<file path="config.mk">
export PLATFORM = sky130hd
export DESIGN_NAME = selective_repeat_receive_window_unit_flat
export DESIGN_NICKNAME = d
export VERILOG_FILES = /design/src/rtl/core/srw_pkg.sv /design/src/rtl/core/srw_in_if.sv /design/src/rtl/core/srw_out_if.sv /design/src/rtl/core/srw_cfg_if.sv /design/src/rtl/core/srw_rem.sv /design/src/rtl/core/srw_dp.sv /design/src/rtl/core/srw_ctrl.sv /design/src/rtl/core/selective_repeat_receive_window_unit.sv /design/src/flat_wrapper.sv
export SDC_FILE = /design/constraint.sdc
export NUM_CORES = 1
export LEC_CHECK = 0
export BUFFER_PORTS_ARGS = -buffer_cell sky130_fd_sc_hd__buf_2
export CAP_MARGIN = 20
export CORE_MARGIN = 5
export CORE_UTILIZATION = 35
export DETAILED_ROUTE_END_ITERATION = 16
export PLACE_DENSITY = 0.48
export SLEW_MARGIN = 20
export SYNTH_ARGS = -nofsm -noshare
export SYNTH_HDL_FRONTEND = slang
export SYNTH_SLANG_ARGS = --single-unit
export TNS_END_PERCENT = 100
</file>
<file path="constraint.sdc">
create_clock -name clk -period 5.2 [get_ports clk]
set_clock_uncertainty 0.15 [all_clocks]
set_input_delay 0.26 -clock clk [delete_from_list [all_inputs] [get_ports clk]]
set_output_delay 0.26 -clock clk [all_outputs]
set_load 0.1 [all_outputs]
</file>
<file path="src/rtl/core/srw_pkg.sv">
// Shared types and constants for the selective-repeat receive window.
// Used by every module and interface in rtl/core; no dependencies.
package srw_pkg;

  localparam int SEQ_W    = 16;
  localparam int MOD_W    = 17;
  localparam int HANDLE_W = 16;
  localparam int DISP_W   = 2;

  localparam int WINDOW_SLOTS_DEF = 16;
  localparam int HANDLE_BITS_DEF  = 16;

  localparam logic [MOD_W-1:0] MOD_MIN = 17'd32;
  localparam logic [MOD_W-1:0] MOD_MAX = 17'd65536;

  localparam logic KIND_DELIVER = 1'b0;
  localparam logic KIND_ACK     = 1'b1;

  localparam logic [DISP_W-1:0] DISP_IN_ORDER = 2'd0;
  localparam logic [DISP_W-1:0] DISP_BUFFERED = 2'd1;
  localparam logic [DISP_W-1:0] DISP_IGNORED  = 2'd2;

  typedef enum logic [2:0] {
    ST_IDLE,
    ST_REDUCE,
    ST_DIST,
    ST_DECIDE,
    ST_EMIT_CUR,
    ST_DRAIN_CHK,
    ST_DRAIN_OUT,
    ST_ACK
  } state_t;

  typedef struct packed {
    logic take;
    logic step;
    logic dist_ld;
    logic decide;
    logic buf_wr;
    logic emit_cur;
    logic emit_slot;
    logic emit_ack;
  } cmd_t;

  typedef struct packed {
    logic mod_done;
    logic d_zero;
    logic d_in_win;
    logic out_free;
    logic slot_hit;
  } status_t;

endpackage

</file>
<file path="src/rtl/core/srw_in_if.sv">
// Segment input channel: valid/ready plus sequence number and buffer handle.
// Depends on srw_pkg.
interface srw_in_if;
  logic                          valid;
  logic                          ready;
  logic [srw_pkg::SEQ_W-1:0]     seq_num;
  logic [srw_pkg::HANDLE_W-1:0]  buf_handle;

  modport source (output valid, output seq_num, output buf_handle, input ready);
  modport sink   (input valid, input seq_num, input buf_handle, output ready);
endinterface

</file>
<file path="src/rtl/core/srw_out_if.sv">
// Result channel: deliveries and cumulative acks with valid/ready.
// Depends on srw_pkg.
interface srw_out_if;
  logic                          valid;
  logic                          ready;
  logic                          kind;
  logic [srw_pkg::HANDLE_W-1:0]  out_handle;
  logic [srw_pkg::SEQ_W-1:0]     ack_num;
  logic [srw_pkg::DISP_W-1:0]    disposition;
  logic                          last_of_run;

  modport source (output valid, output kind, output out_handle, output ack_num,
                  output disposition, output last_of_run, input ready);
  modport sink   (input valid, input kind, input out_handle, input ack_num,
                  input disposition, input last_of_run, output ready);
endinterface

</file>
<file path="src/rtl/core/srw_cfg_if.sv">
// Configuration write channel carrying the sequence modulus.
// Depends on srw_pkg.
interface srw_cfg_if;
  logic                       valid;
  logic                       ready;
  logic [srw_pkg::MOD_W-1:0]  data;

  modport source (output valid, output data, input ready);
  modport sink   (input valid, input data, output ready);
endinterface

</file>
<file path="src/rtl/core/srw_rem.sv">
// Restoring remainder by the modulus: one dividend bit per cycle with step.
// Depends on srw_pkg.
module srw_rem (
  input  logic                       clk,
  input  logic                       rst_n,
  input  logic                       load,
  input  logic                       step,
  input  logic [srw_pkg::SEQ_W-1:0]  dividend,
  input  logic [srw_pkg::MOD_W-1:0]  divisor,
  output logic [srw_pkg::SEQ_W-1:0]  remainder,
  output logic                       last
);

  localparam int CNT_W = $clog2(srw_pkg::SEQ_W);

  logic [CNT_W-1:0]          cnt_r;
  logic [srw_pkg::SEQ_W-1:0] num_r;
  logic [srw_pkg::SEQ_W-1:0] rem_r;
  logic [srw_pkg::MOD_W-1:0] shifted;
  logic [srw_pkg::MOD_W-1:0] rem_nxt;

  // rem_r stays below divisor, so it fits SEQ_W bits before the shift
  assign shifted = {rem_r, num_r[srw_pkg::SEQ_W-1]};
  assign rem_nxt = (shifted >= divisor) ? shifted - divisor : shifted;

  assign remainder = rem_r;
  assign last      = (cnt_r == '1);

  always_ff @(posedge clk) begin
    if (!rst_n) begin
      cnt_r <= '0;
    end else if (load) begin
      cnt_r <= '0;
    end else if (step) begin
      cnt_r <= cnt_r + CNT_W'(1);
    end
  end

  always_ff @(posedge clk) begin
    if (load) begin
      num_r <= dividend;
      rem_r <= '0;
    end else if (step) begin
      num_r <= {num_r[srw_pkg::SEQ_W-2:0], 1'b0};
      rem_r <= rem_nxt[srw_pkg::SEQ_W-1:0];
    end
  end

endmodule

</file>
<file path="src/rtl/core/srw_dp.sv">
// Datapath: modulus register, remainder units, distance, slot ring and
// output register. Depends on srw_pkg and srw_rem.
module srw_dp #(
  parameter int WINDOW_SLOTS = srw_pkg::WINDOW_SLOTS_DEF,
  parameter int HANDLE_BITS  = srw_pkg::HANDLE_BITS_DEF
) (
  input  logic                          clk,
  input  logic                          rst_n,
  input  srw_pkg::cmd_t                 cmd,
  output srw_pkg::status_t              status,
  input  logic                          in_valid,
  input  logic [srw_pkg::SEQ_W-1:0]     in_seq_num,
  input  logic [srw_pkg::HANDLE_W-1:0]  in_buf_handle,
  input  logic                          cfg_valid,
  input  logic [srw_pkg::MOD_W-1:0]     cfg_data,
  output logic                          out_valid,
  input  logic                          out_ready,
  output logic                          out_kind,
  output logic [srw_pkg::HANDLE_W-1:0]  out_handle,
  output logic [srw_pkg::SEQ_W-1:0]     out_ack_num,
  output logic [srw_pkg::DISP_W-1:0]    out_disposition,
  output logic                          out_last_of_run
);

  localparam int HW      = (HANDLE_BITS < srw_pkg::HANDLE_W) ? HANDLE_BITS
                                                              : srw_pkg::HANDLE_W;
  localparam int SLOT_AW = $clog2(WINDOW_SLOTS);
  localparam int RING    = 1 << SLOT_AW;
  localparam logic [srw_pkg::MOD_W-1:0] WIN_LIM = srw_pkg::MOD_W'(WINDOW_SLOTS);

  logic                          accept;
  logic [srw_pkg::MOD_W-1:0]     mod_r;
  logic [srw_pkg::SEQ_W-1:0]     expected_r;
  logic [srw_pkg::SEQ_W-1:0]     exp_inc;
  logic [HW-1:0]                 hnd_r;
  logic [srw_pkg::MOD_W-1:0]     d_r;
  logic [srw_pkg::MOD_W-1:0]     d_nxt;
  logic [srw_pkg::DISP_W-1:0]    disp_r;
  logic [SLOT_AW-1:0]            base_r;
  logic [SLOT_AW-1:0]            wr_addr;
  logic [RING-1:0]               slot_valid_r;
  logic [HW-1:0]                 slot_mem [RING];
  logic [HW-1:0]                 rd_data_r;
  logic [srw_pkg::SEQ_W-1:0]     seq_rem;
  logic [srw_pkg::SEQ_W-1:0]     exp_rem;
  logic                          seq_last;
  logic                          exp_last;
  logic                          out_valid_r;
  logic                          out_kind_r;
  logic [srw_pkg::HANDLE_W-1:0]  out_handle_r;
  logic [srw_pkg::SEQ_W-1:0]     out_ack_r;
  logic [srw_pkg::DISP_W-1:0]    out_disp_r;
  logic                          out_last_r;

  assign accept = cmd.take && in_valid;

  srw_rem u_seq_rem (
    .clk       (clk),
    .rst_n     (rst_n),
    .load      (accept),
    .step      (cmd.step),
    .dividend  (in_seq_num),
    .divisor   (mod_r),
    .remainder (seq_rem),
    .last      (seq_last)
  );

  srw_rem u_exp_rem (
    .clk       (clk),
    .rst_n     (rst_n),
    .load      (accept),
    .step      (cmd.step),
    .dividend  (expected_r),
    .divisor   (mod_r),
    .remainder (exp_rem),
    .last      (exp_last)
  );

  // modulus register, saturated on write
  always_ff @(posedge clk) begin
    if (!rst_n) begin
      mod_r <= srw_pkg::MOD_MAX;
    end else if (cfg_valid) begin
      if (cfg_data < srw_pkg::MOD_MIN) begin
        mod_r <= srw_pkg::MOD_MIN;
      end else if (cfg_data > srw_pkg::MOD_MAX) begin
        mod_r <= srw_pkg::MOD_MAX;
      end else begin
        mod_r <= cfg_data;
      end
    end
  end

  assign d_nxt = (seq_rem < exp_rem)
               ? (mod_r - {1'b0, exp_rem}) + {1'b0, seq_rem}
               : {1'b0, seq_rem} - {1'b0, exp_rem};

  assign exp_inc = (({1'b0, expected_r} + srw_pkg::MOD_W'(1)) == mod_r)
                 ? '0 : expected_r + srw_pkg::SEQ_W'(1);

  always_ff @(posedge clk) begin
    if (!rst_n) begin
      expected_r <= '0;
    end else if (cmd.dist_ld) begin
      expected_r <= exp_rem;
    end else if (cmd.emit_cur || cmd.emit_slot) begin
      expected_r <= exp_inc;
    end
  end

  always_ff @(posedge clk) begin
    if (accept) begin
      hnd_r <= in_buf_handle[HW-1:0];
    end
    if (cmd.dist_ld) begin
      d_r <= d_nxt;
    end
    if (cmd.decide) begin
      if (d_r == '0) begin
        disp_r <= srw_pkg::DISP_IN_ORDER;
      end else if (d_r < WIN_LIM) begin
        disp_r <= srw_pkg::DISP_BUFFERED;
      end else begin
        disp_r <= srw_pkg::DISP_IGNORED;
      end
    end
  end

  // slot ring: base_r is the ring position of the slot one past expected
  assign wr_addr = base_r + d_r[SLOT_AW-1:0] - SLOT_AW'(1);

  always_ff @(posedge clk) begin
    if (!rst_n) begin
      base_r       <= '0;
      slot_valid_r <= '0;
    end else begin
      if (cmd.buf_wr) begin
        slot_valid_r[wr_addr] <= 1'b1;
      end
      if (cmd.emit_slot) begin
        slot_valid_r[base_r] <= 1'b0;
        base_r               <= base_r + SLOT_AW'(1);
      end else if (cmd.emit_ack && disp_r == srw_pkg::DISP_IN_ORDER) begin
        base_r <= base_r + SLOT_AW'(1);
      end
    end
  end

  always_ff @(posedge clk) begin
    if (cmd.buf_wr) begin
      slot_mem[wr_addr] <= hnd_r;
    end
    rd_data_r <= slot_mem[base_r];
  end

  // output register
  always_ff @(posedge clk) begin
    if (!rst_n) begin
      out_valid_r <= 1'b0;
    end else if (cmd.emit_cur || cmd.emit_slot || cmd.emit_ack) begin
      out_valid_r <= 1'b1;
    end else if (out_ready) begin
      out_valid_r <= 1'b0;
    end
  end

  always_ff @(posedge clk) begin
    if (cmd.emit_cur || cmd.emit_slot) begin
      out_kind_r   <= srw_pkg::KIND_DELIVER;
      out_handle_r <= cmd.emit_cur ? srw_pkg::HANDLE_W'(hnd_r)
                                   : srw_pkg::HANDLE_W'(rd_data_r);
      out_ack_r    <= '0;
      out_disp_r   <= srw_pkg::DISP_IN_ORDER;
      out_last_r   <= 1'b0;
    end else if (cmd.emit_ack) begin
      out_kind_r   <= srw_pkg::KIND_ACK;
      out_handle_r <= '0;
      out_ack_r    <= expected_r;
      out_disp_r   <= disp_r;
      out_last_r   <= 1'b1;
    end
  end

  assign out_valid       = out_valid_r;
  assign out_kind        = out_kind_r;
  assign out_handle      = out_handle_r;
  assign out_ack_num     = out_ack_r;
  assign out_disposition = out_disp_r;
  assign out_last_of_run = out_last_r;

  assign status.mod_done = seq_last && exp_last;
  assign status.d_zero   = (d_r == '0);
  assign status.d_in_win = (d_r < WIN_LIM);
  assign status.out_free = !out_valid_r || out_ready;
  assign status.slot_hit = slot_valid_r[base_r];

endmodule

</file>
<file path="src/rtl/core/srw_ctrl.sv">
// Controller state machine: sequences reduce, classify, drain and ack.
// Depends on srw_pkg.
module srw_ctrl (
  input  logic              clk,
  input  logic              rst_n,
  input  logic              in_valid,
  input  srw_pkg::status_t  status,
  output srw_pkg::cmd_t     cmd
);

  srw_pkg::state_t state_r;
  srw_pkg::state_t state_nxt;

  always_ff @(posedge clk) begin
    if (!rst_n) begin
      state_r <= srw_pkg::ST_IDLE;
    end else begin
      state_r <= state_nxt;
    end
  end

  always_comb begin
    state_nxt = state_r;
    case (state_r)
      srw_pkg::ST_IDLE: begin
        if (in_valid) state_nxt = srw_pkg::ST_REDUCE;
      end
      srw_pkg::ST_REDUCE: begin
        if (status.mod_done) state_nxt = srw_pkg::ST_DIST;
      end
      srw_pkg::ST_DIST: begin
        state_nxt = srw_pkg::ST_DECIDE;
      end
      srw_pkg::ST_DECIDE: begin
        state_nxt = status.d_zero ? srw_pkg::ST_EMIT_CUR : srw_pkg::ST_ACK;
      end
      srw_pkg::ST_EMIT_CUR: begin
        if (status.out_free) state_nxt = srw_pkg::ST_DRAIN_CHK;
      end
      srw_pkg::ST_DRAIN_CHK: begin
        state_nxt = status.slot_hit ? srw_pkg::ST_DRAIN_OUT : srw_pkg::ST_ACK;
      end
      srw_pkg::ST_DRAIN_OUT: begin
        if (status.out_free) state_nxt = srw_pkg::ST_DRAIN_CHK;
      end
      srw_pkg::ST_ACK: begin
        if (status.out_free) state_nxt = srw_pkg::ST_IDLE;
      end
      default: begin
        state_nxt = srw_pkg::ST_IDLE;
      end
    endcase
  end

  always_comb begin
    cmd = '0;
    case (state_r)
      srw_pkg::ST_IDLE:      cmd.take      = 1'b1;
      srw_pkg::ST_REDUCE:    cmd.step      = 1'b1;
      srw_pkg::ST_DIST:      cmd.dist_ld   = 1'b1;
      srw_pkg::ST_DECIDE: begin
        cmd.decide = 1'b1;
        cmd.buf_wr = !status.d_zero && status.d_in_win;
      end
      srw_pkg::ST_EMIT_CUR:  cmd.emit_cur  = status.out_free;
      srw_pkg::ST_DRAIN_OUT: cmd.emit_slot = status.out_free;
      srw_pkg::ST_ACK:       cmd.emit_ack  = status.out_free;
      default:               cmd           = '0;
    endcase
  end

endmodule

</file>
<file path="src/rtl/core/selective_repeat_receive_window_unit.sv">
// Selective-repeat receive window, top level. One segment is processed at a
// time: after the accept beat, both the segment number and the stored expected
// number are reduced modulo the configured modulus by two bit-serial remainder
// units, then the distance is formed (ST_DIST) and classified (ST_DECIDE).
// A buffered or ignored segment then yields its ack; an in-order segment is
// delivered and then drains the buffered slots that follow it in order, where
// each drained handle needs a slot check plus a registered read of the slot
// memory. Output stalls lengthen the processing; the input is ready again from
// the edge that loads the ack beat into the output register.
// Depends on srw_pkg, srw_in_if, srw_out_if, srw_cfg_if, srw_ctrl, srw_dp.
module selective_repeat_receive_window_unit #(
  parameter int WINDOW_SLOTS = srw_pkg::WINDOW_SLOTS_DEF,
  parameter int HANDLE_BITS  = srw_pkg::HANDLE_BITS_DEF
) (
  input  logic       clk,
  input  logic       rst_n,
  srw_in_if.sink     in_ch,
  srw_out_if.source  out_ch,
  srw_cfg_if.sink    cfg_ch
);

  srw_pkg::cmd_t    cmd;
  srw_pkg::status_t status;

  assign in_ch.ready  = cmd.take;
  assign cfg_ch.ready = 1'b1;

  srw_ctrl u_ctrl (
    .clk      (clk),
    .rst_n    (rst_n),
    .in_valid (in_ch.valid),
    .status   (status),
    .cmd      (cmd)
  );

  srw_dp #(
    .WINDOW_SLOTS (WINDOW_SLOTS),
    .HANDLE_BITS  (HANDLE_BITS)
  ) u_dp (
    .clk             (clk),
    .rst_n           (rst_n),
    .cmd             (cmd),
    .status          (status),
    .in_valid        (in_ch.valid),
    .in_seq_num      (in_ch.seq_num),
    .in_buf_handle   (in_ch.buf_handle),
    .cfg_valid       (cfg_ch.valid),
    .cfg_data        (cfg_ch.data),
    .out_valid       (out_ch.valid),
    .out_ready       (out_ch.ready),
    .out_kind        (out_ch.kind),
    .out_handle      (out_ch.out_handle),
    .out_ack_num     (out_ch.ack_num),
    .out_disposition (out_ch.disposition),
    .out_last_of_run (out_ch.last_of_run)
  );

endmodule

</file>
<file path="src/flat_wrapper.sv">
// flat-port wrapper written by rule: the top's interface ports become plain ports
module selective_repeat_receive_window_unit_flat 
#(
  parameter int WINDOW_SLOTS = srw_pkg::WINDOW_SLOTS_DEF,
  parameter int HANDLE_BITS  = srw_pkg::HANDLE_BITS_DEF
)
  (clk, rst_n, in_ch_valid, in_ch_seq_num, in_ch_buf_handle, in_ch_ready, out_ch_valid, out_ch_kind, out_ch_out_handle, out_ch_ack_num, out_ch_disposition, out_ch_last_of_run, out_ch_ready, cfg_ch_valid, cfg_ch_data, cfg_ch_ready);
  srw_in_if in_ch_i ();
  srw_out_if out_ch_i ();
  srw_cfg_if cfg_ch_i ();
  input  logic clk;
  input  logic rst_n;
  input wire logic [$bits(in_ch_i.valid)-1:0] in_ch_valid;
  input wire logic [$bits(in_ch_i.seq_num)-1:0] in_ch_seq_num;
  input wire logic [$bits(in_ch_i.buf_handle)-1:0] in_ch_buf_handle;
  output wire logic [$bits(in_ch_i.ready)-1:0] in_ch_ready;
  output wire logic [$bits(out_ch_i.valid)-1:0] out_ch_valid;
  output wire logic [$bits(out_ch_i.kind)-1:0] out_ch_kind;
  output wire logic [$bits(out_ch_i.out_handle)-1:0] out_ch_out_handle;
  output wire logic [$bits(out_ch_i.ack_num)-1:0] out_ch_ack_num;
  output wire logic [$bits(out_ch_i.disposition)-1:0] out_ch_disposition;
  output wire logic [$bits(out_ch_i.last_of_run)-1:0] out_ch_last_of_run;
  input wire logic [$bits(out_ch_i.ready)-1:0] out_ch_ready;
  input wire logic [$bits(cfg_ch_i.valid)-1:0] cfg_ch_valid;
  input wire logic [$bits(cfg_ch_i.data)-1:0] cfg_ch_data;
  output wire logic [$bits(cfg_ch_i.ready)-1:0] cfg_ch_ready;
  assign in_ch_i.valid = in_ch_valid;
  assign in_ch_i.seq_num = in_ch_seq_num;
  assign in_ch_i.buf_handle = in_ch_buf_handle;
  assign in_ch_ready = in_ch_i.ready;
  assign out_ch_valid = out_ch_i.valid;
  assign out_ch_kind = out_ch_i.kind;
  assign out_ch_out_handle = out_ch_i.out_handle;
  assign out_ch_ack_num = out_ch_i.ack_num;
  assign out_ch_disposition = out_ch_i.disposition;
  assign out_ch_last_of_run = out_ch_i.last_of_run;
  assign out_ch_i.ready = out_ch_ready;
  assign cfg_ch_i.valid = cfg_ch_valid;
  assign cfg_ch_i.data = cfg_ch_data;
  assign cfg_ch_ready = cfg_ch_i.ready;
  selective_repeat_receive_window_unit #(.WINDOW_SLOTS(WINDOW_SLOTS), .HANDLE_BITS(HANDLE_BITS)) u_core (.clk(clk), .rst_n(rst_n), .in_ch(in_ch_i), .out_ch(out_ch_i), .cfg_ch(cfg_ch_i));
endmodule
</file>
==> run summary <==
CTS resizes - 0
Worst-Margin Slew - 1.02 ns
routability cong. - 0.864
global-route wire length before repair - 93500 µm
Crit path max-delay family - compound AO/OA/AOI/OAI gates
max_slew headroom - 0.316
die height - 263 µm
Mapped Area - 22400 µm²
DR WL/cell - 22.0 µm
Rows - 92
Power Density - 616 nW/µm²
Critical Path Start Type - flip-flop
Setup-failing EPs final - 0
Critical Path AT - 4.05 ns
#FFs+latches synth - 471
CTS Buf Count - 51
WS Path Type - flip-flop to flip-flop
post-route ant nets - 0
PortBufs - 91
crit share post-route - 0.739
fillers - 5950
part of the power in combinational logic - 0.464
die width - 263 µm
RSZ-0062 raised after global routing - no
Area Growth Syn to Fin - 16.5%
slowest stage delay, CP - 0.55 ns
Fmax - 260 MHz
minimum clock period after layout - 3.84 ns
clk buf depth - 3
Pwr Total - 16.1 mW
EDFF count, synth - 339
total track usage - 0.173
Buffers & Inverters on Critical Path - 2
grt ovf - 0
H-tree depth - 2
Max-Cap Viols - 0
clk slew on worst S/H paths - 0.06 ns
Min-Delay Path Class - input port to flip-flop
initial antenna violation count - 0
library cells used by synthesis - 82
initial detailed-routing violation count - 946
clock latency at the later pin of the worst-skew pair - 0.61 ns
Routed WL - 61600 µm
layout cells sized above 1 - 0.166
antenna diode count - 0
Layout Nets - 2068
outcome - completed
sw frac - 0.394
CP Cell Sequence - inv_1 > fa_1 > inv_1 > ha_1 > nor2b_1 > o31ai_1 > o211ai_1 > o41ai_1 > o21ai_0 > a31oi_1 > xnor2_1 > a32o_1
CP Max Fanout - 4
Top-Level Pins - 93
Starting Density - 0.354
flop2flop setup slack - 1.36 ns
setup tns final - 0 ns
CTS tree - yes
die area - 69100 µm²
Flop pwr share - 0.317
slowest CP cell - o41ai_1
vias in the first global route - 15000
largest net degree at the start of global routing - 59
Slew Viols, Final - 0
Worst VDD drop - 862 µV
DR pass1 iterations - 6
Seq/Total Area, Yosys - 0.573
clock sinks - 471
internal power - 9.73 mW
Via density - 5.26
final hold viol count - 0
Via Count - 14700
Async SR Flop Fraction - 0
most frequent cell on the critical path - inv_1
hold bufs inserted after CTS - 56
final core occ - 0.413
# DRC - 0
clock share of power - 0.219
Leak - 9.37 nW
syn_area_per_cell - 12.7 µm²
Most used DFF post-synth - edfxtp_1
P_sw - 6.34 mW
nature of the critical path endpoint - flip-flop
Core ar. - 63200 µm²
Setup Buffers After CTS - 0
Worst Path Required - 5.41 ns
Synth warnings - 0
syn nets - 1915
Root Driver - clkbuf_16
Syn Inst Count - 1763
Post-DP HPWL - 40200 µm
-- flip-flops by register name, indices dropped and copies added, names as in the netlist, 2 cells and up --
name / count
u_core.u_dp.u_seq_rem.num_r: 16
u_core.u_dp.hnd_r: 16
u_core.u_dp.u_exp_rem.cnt_r: 4
u_core.u_dp.u_exp_rem.remainder: 16
u_core.u_dp.u_seq_rem.remainder: 16
u_core.u_dp.base_r: 4
u_core.u_dp.disp_r: 2
u_core.u_dp.out_handle: 16
u_core.u_dp.slot_valid_r: 16
u_core.u_dp.slot_mem: 256
u_core.u_dp.u_seq_rem.cnt_r: 4
u_core.u_dp.d_r: 17
u_core.u_dp.out_ack_num: 16
u_core.u_dp.mod_r: 17
u_core.u_dp.expected_r: 16
u_core.u_ctrl.state_r: 3
u_core.u_dp.out_disposition: 2
u_core.u_dp.rd_data_r: 16
u_core.u_dp.u_exp_rem.num_r: 16
-- cells in the final DEF (no fill, tap or decap), drive strengths merged, types with 17 or more instances in the layout --
cell type	synthesis	final
a211oi	21	21
a21o	21	21
a21oi	59	59
a22o	17	17
buf	27	128
clkbuf	57	71
clkinv	1	20
dfxtp	132	132
dlygate4sd3	0	56
edfxtp	339	339
fa	20	20
ha	78	78
inv	118	121
mux2i	42	42
mux4	84	84
nand2	165	165
nand3	46	46
nand4	17	17
nor2	135	135
nor3	21	21
o21ai	53	53
o22ai	19	19
xnor2	49	49
xor2	30	30
-- worst reg2reg max path: cells and delay by family, from the launching register on --
kind,cells,cell delay [ns]
adders and majority gates,2,0.87
DFF,1,0.35
AOI/OAI and AO/OA,6,1.80
and+or+nand+nor,1,0.16
buffers and inverters,2,0.17
xor gates and xnor gates,1,0.09
-- routing by layer --
| layer | vias to the layer above | routed length, µm | global-route usage |
|---|---|---|---|
| met3 | 93 | 2220 | 0.0231 |
| met1 | 7418 | 27700 | 0.233 |
| met4 | 0 | 1520 | 0.0478 |
| met2 | 327 | 30100 | 0.296 |
| met5 | - | 0 | 0 |
| li1 | 6903 | - | - |
-- cells in the mapped netlist, drive strengths merged, types with 6 or more instances --
| cell | number | area (µm²) |
|---|---|---|
| edfxtp | 339 | 10200 |
| nand2 | 165 | 619 |
| nor2 | 135 | 507 |
| dfxtp | 132 | 2640 |
| inv | 118 | 443 |
| mux4 | 84 | 1890 |
| ha | 78 | 976 |
| a21oi | 59 | 295 |
| clkbuf | 57 | 214 |
| o21ai | 53 | 265 |
| xnor2 | 49 | 429 |
| nand3 | 46 | 230 |
| mux2i | 42 | 420 |
| xor2 | 30 | 263 |
| buf | 27 | 139 |
| a211oi | 21 | 158 |
| a21o | 21 | 158 |
| nor3 | 21 | 105 |
| fa | 20 | 400 |
| o22ai | 19 | 119 |
| a22o | 17 | 149 |
| nand4 | 17 | 113 |
| a31oi | 15 | 93.8 |
| nor2b | 15 | 93.8 |
| nor4 | 15 | 93.8 |
| a2bb2oi | 14 | 123 |
| o21a | 11 | 82.6 |
| nand2b | 10 | 62.6 |
| o21bai | 10 | 75.1 |
| and3 | 9 | 56.3 |
| o31ai | 8 | 60.1 |
| o41ai | 7 | 61.3 |
| or4 | 6 | 48.8 |
-- per-stage QoR --
stage          cell area [µm²]  worst slack [ns]  hold slack, ns  cells
2_1_floorplan            22400            0.0458           0.209   1763
3_3_place_gp             23900              1.37           0.287   2653
3_5_place_dp             23900              1.37           0.288   2653
4_1_cts                  26100              1.35          0.0156   2803
5_1_grt                  26100              1.06          0.0509   2803
6_report                 26100              1.36          0.0603   2803
-- path summary, 6_finish.rpt --
kind                                                  start                     endpoint  cells past startpoint
worst min register to register  u_core.u_dp.out_ack_num[12]  u_core.u_dp.out_ack_num[12]                      1
worst max-delay path                   u_core.u_dp.mod_r[2]          u_core.u_dp.d_r[16]                     12
worst min-delay path                           cfg_ch_valid         u_core.u_dp.mod_r[2]                      3
worst max register to register         u_core.u_dp.mod_r[2]          u_core.u_dp.d_r[16]                     12
-- power groups by stage --
stage / sequential [mW] / clock, mW / combinational (mW)
2_1_floorplan: 5.04 / 0 / 5.55
3_5_place_dp: 5.18 / 0 / 7.39
3_3_place_gp: 5.17 / 0 / 7.39
5_1_grt: 5.13 / 3.76 / 8.29
6_report: 5.10 / 3.52 / 7.45
4_1_cts: 5.10 / 3.62 / 7.46
-- logic make-up (layout without fill, tap and decap cells) --
group                    Yosys count  count (layout)  synth area share
flip-flops                       471             471             0.573
buffers and inverters            203             397            0.0357
multiplexers                     131             131             0.106
XOR/XNOR                          79              79            0.0309
adder cells (fa/ha/maj)           98              98            0.0615
AND/OR/NAND/NOR                  465             465            0.0949
other                              1               1          0.000168
AO/OA/AOI/OAI                    315             315            0.0982
-- final cells by class --
cell class                      instances  area, µm²  area share
Clock buffer                           71       1430      0.0549
Tap cell                              846       1060      0.0406
Sequential cell                       471      12800       0.492
Multi-Input combinational cell       1089       8820       0.338
Clock inverter                         23        191     0.00734
Timing Repair Buffer                  184       1310      0.0501
Inverter                              119        447      0.0171
No activity file was read; power rests on OpenSTA's default activity.
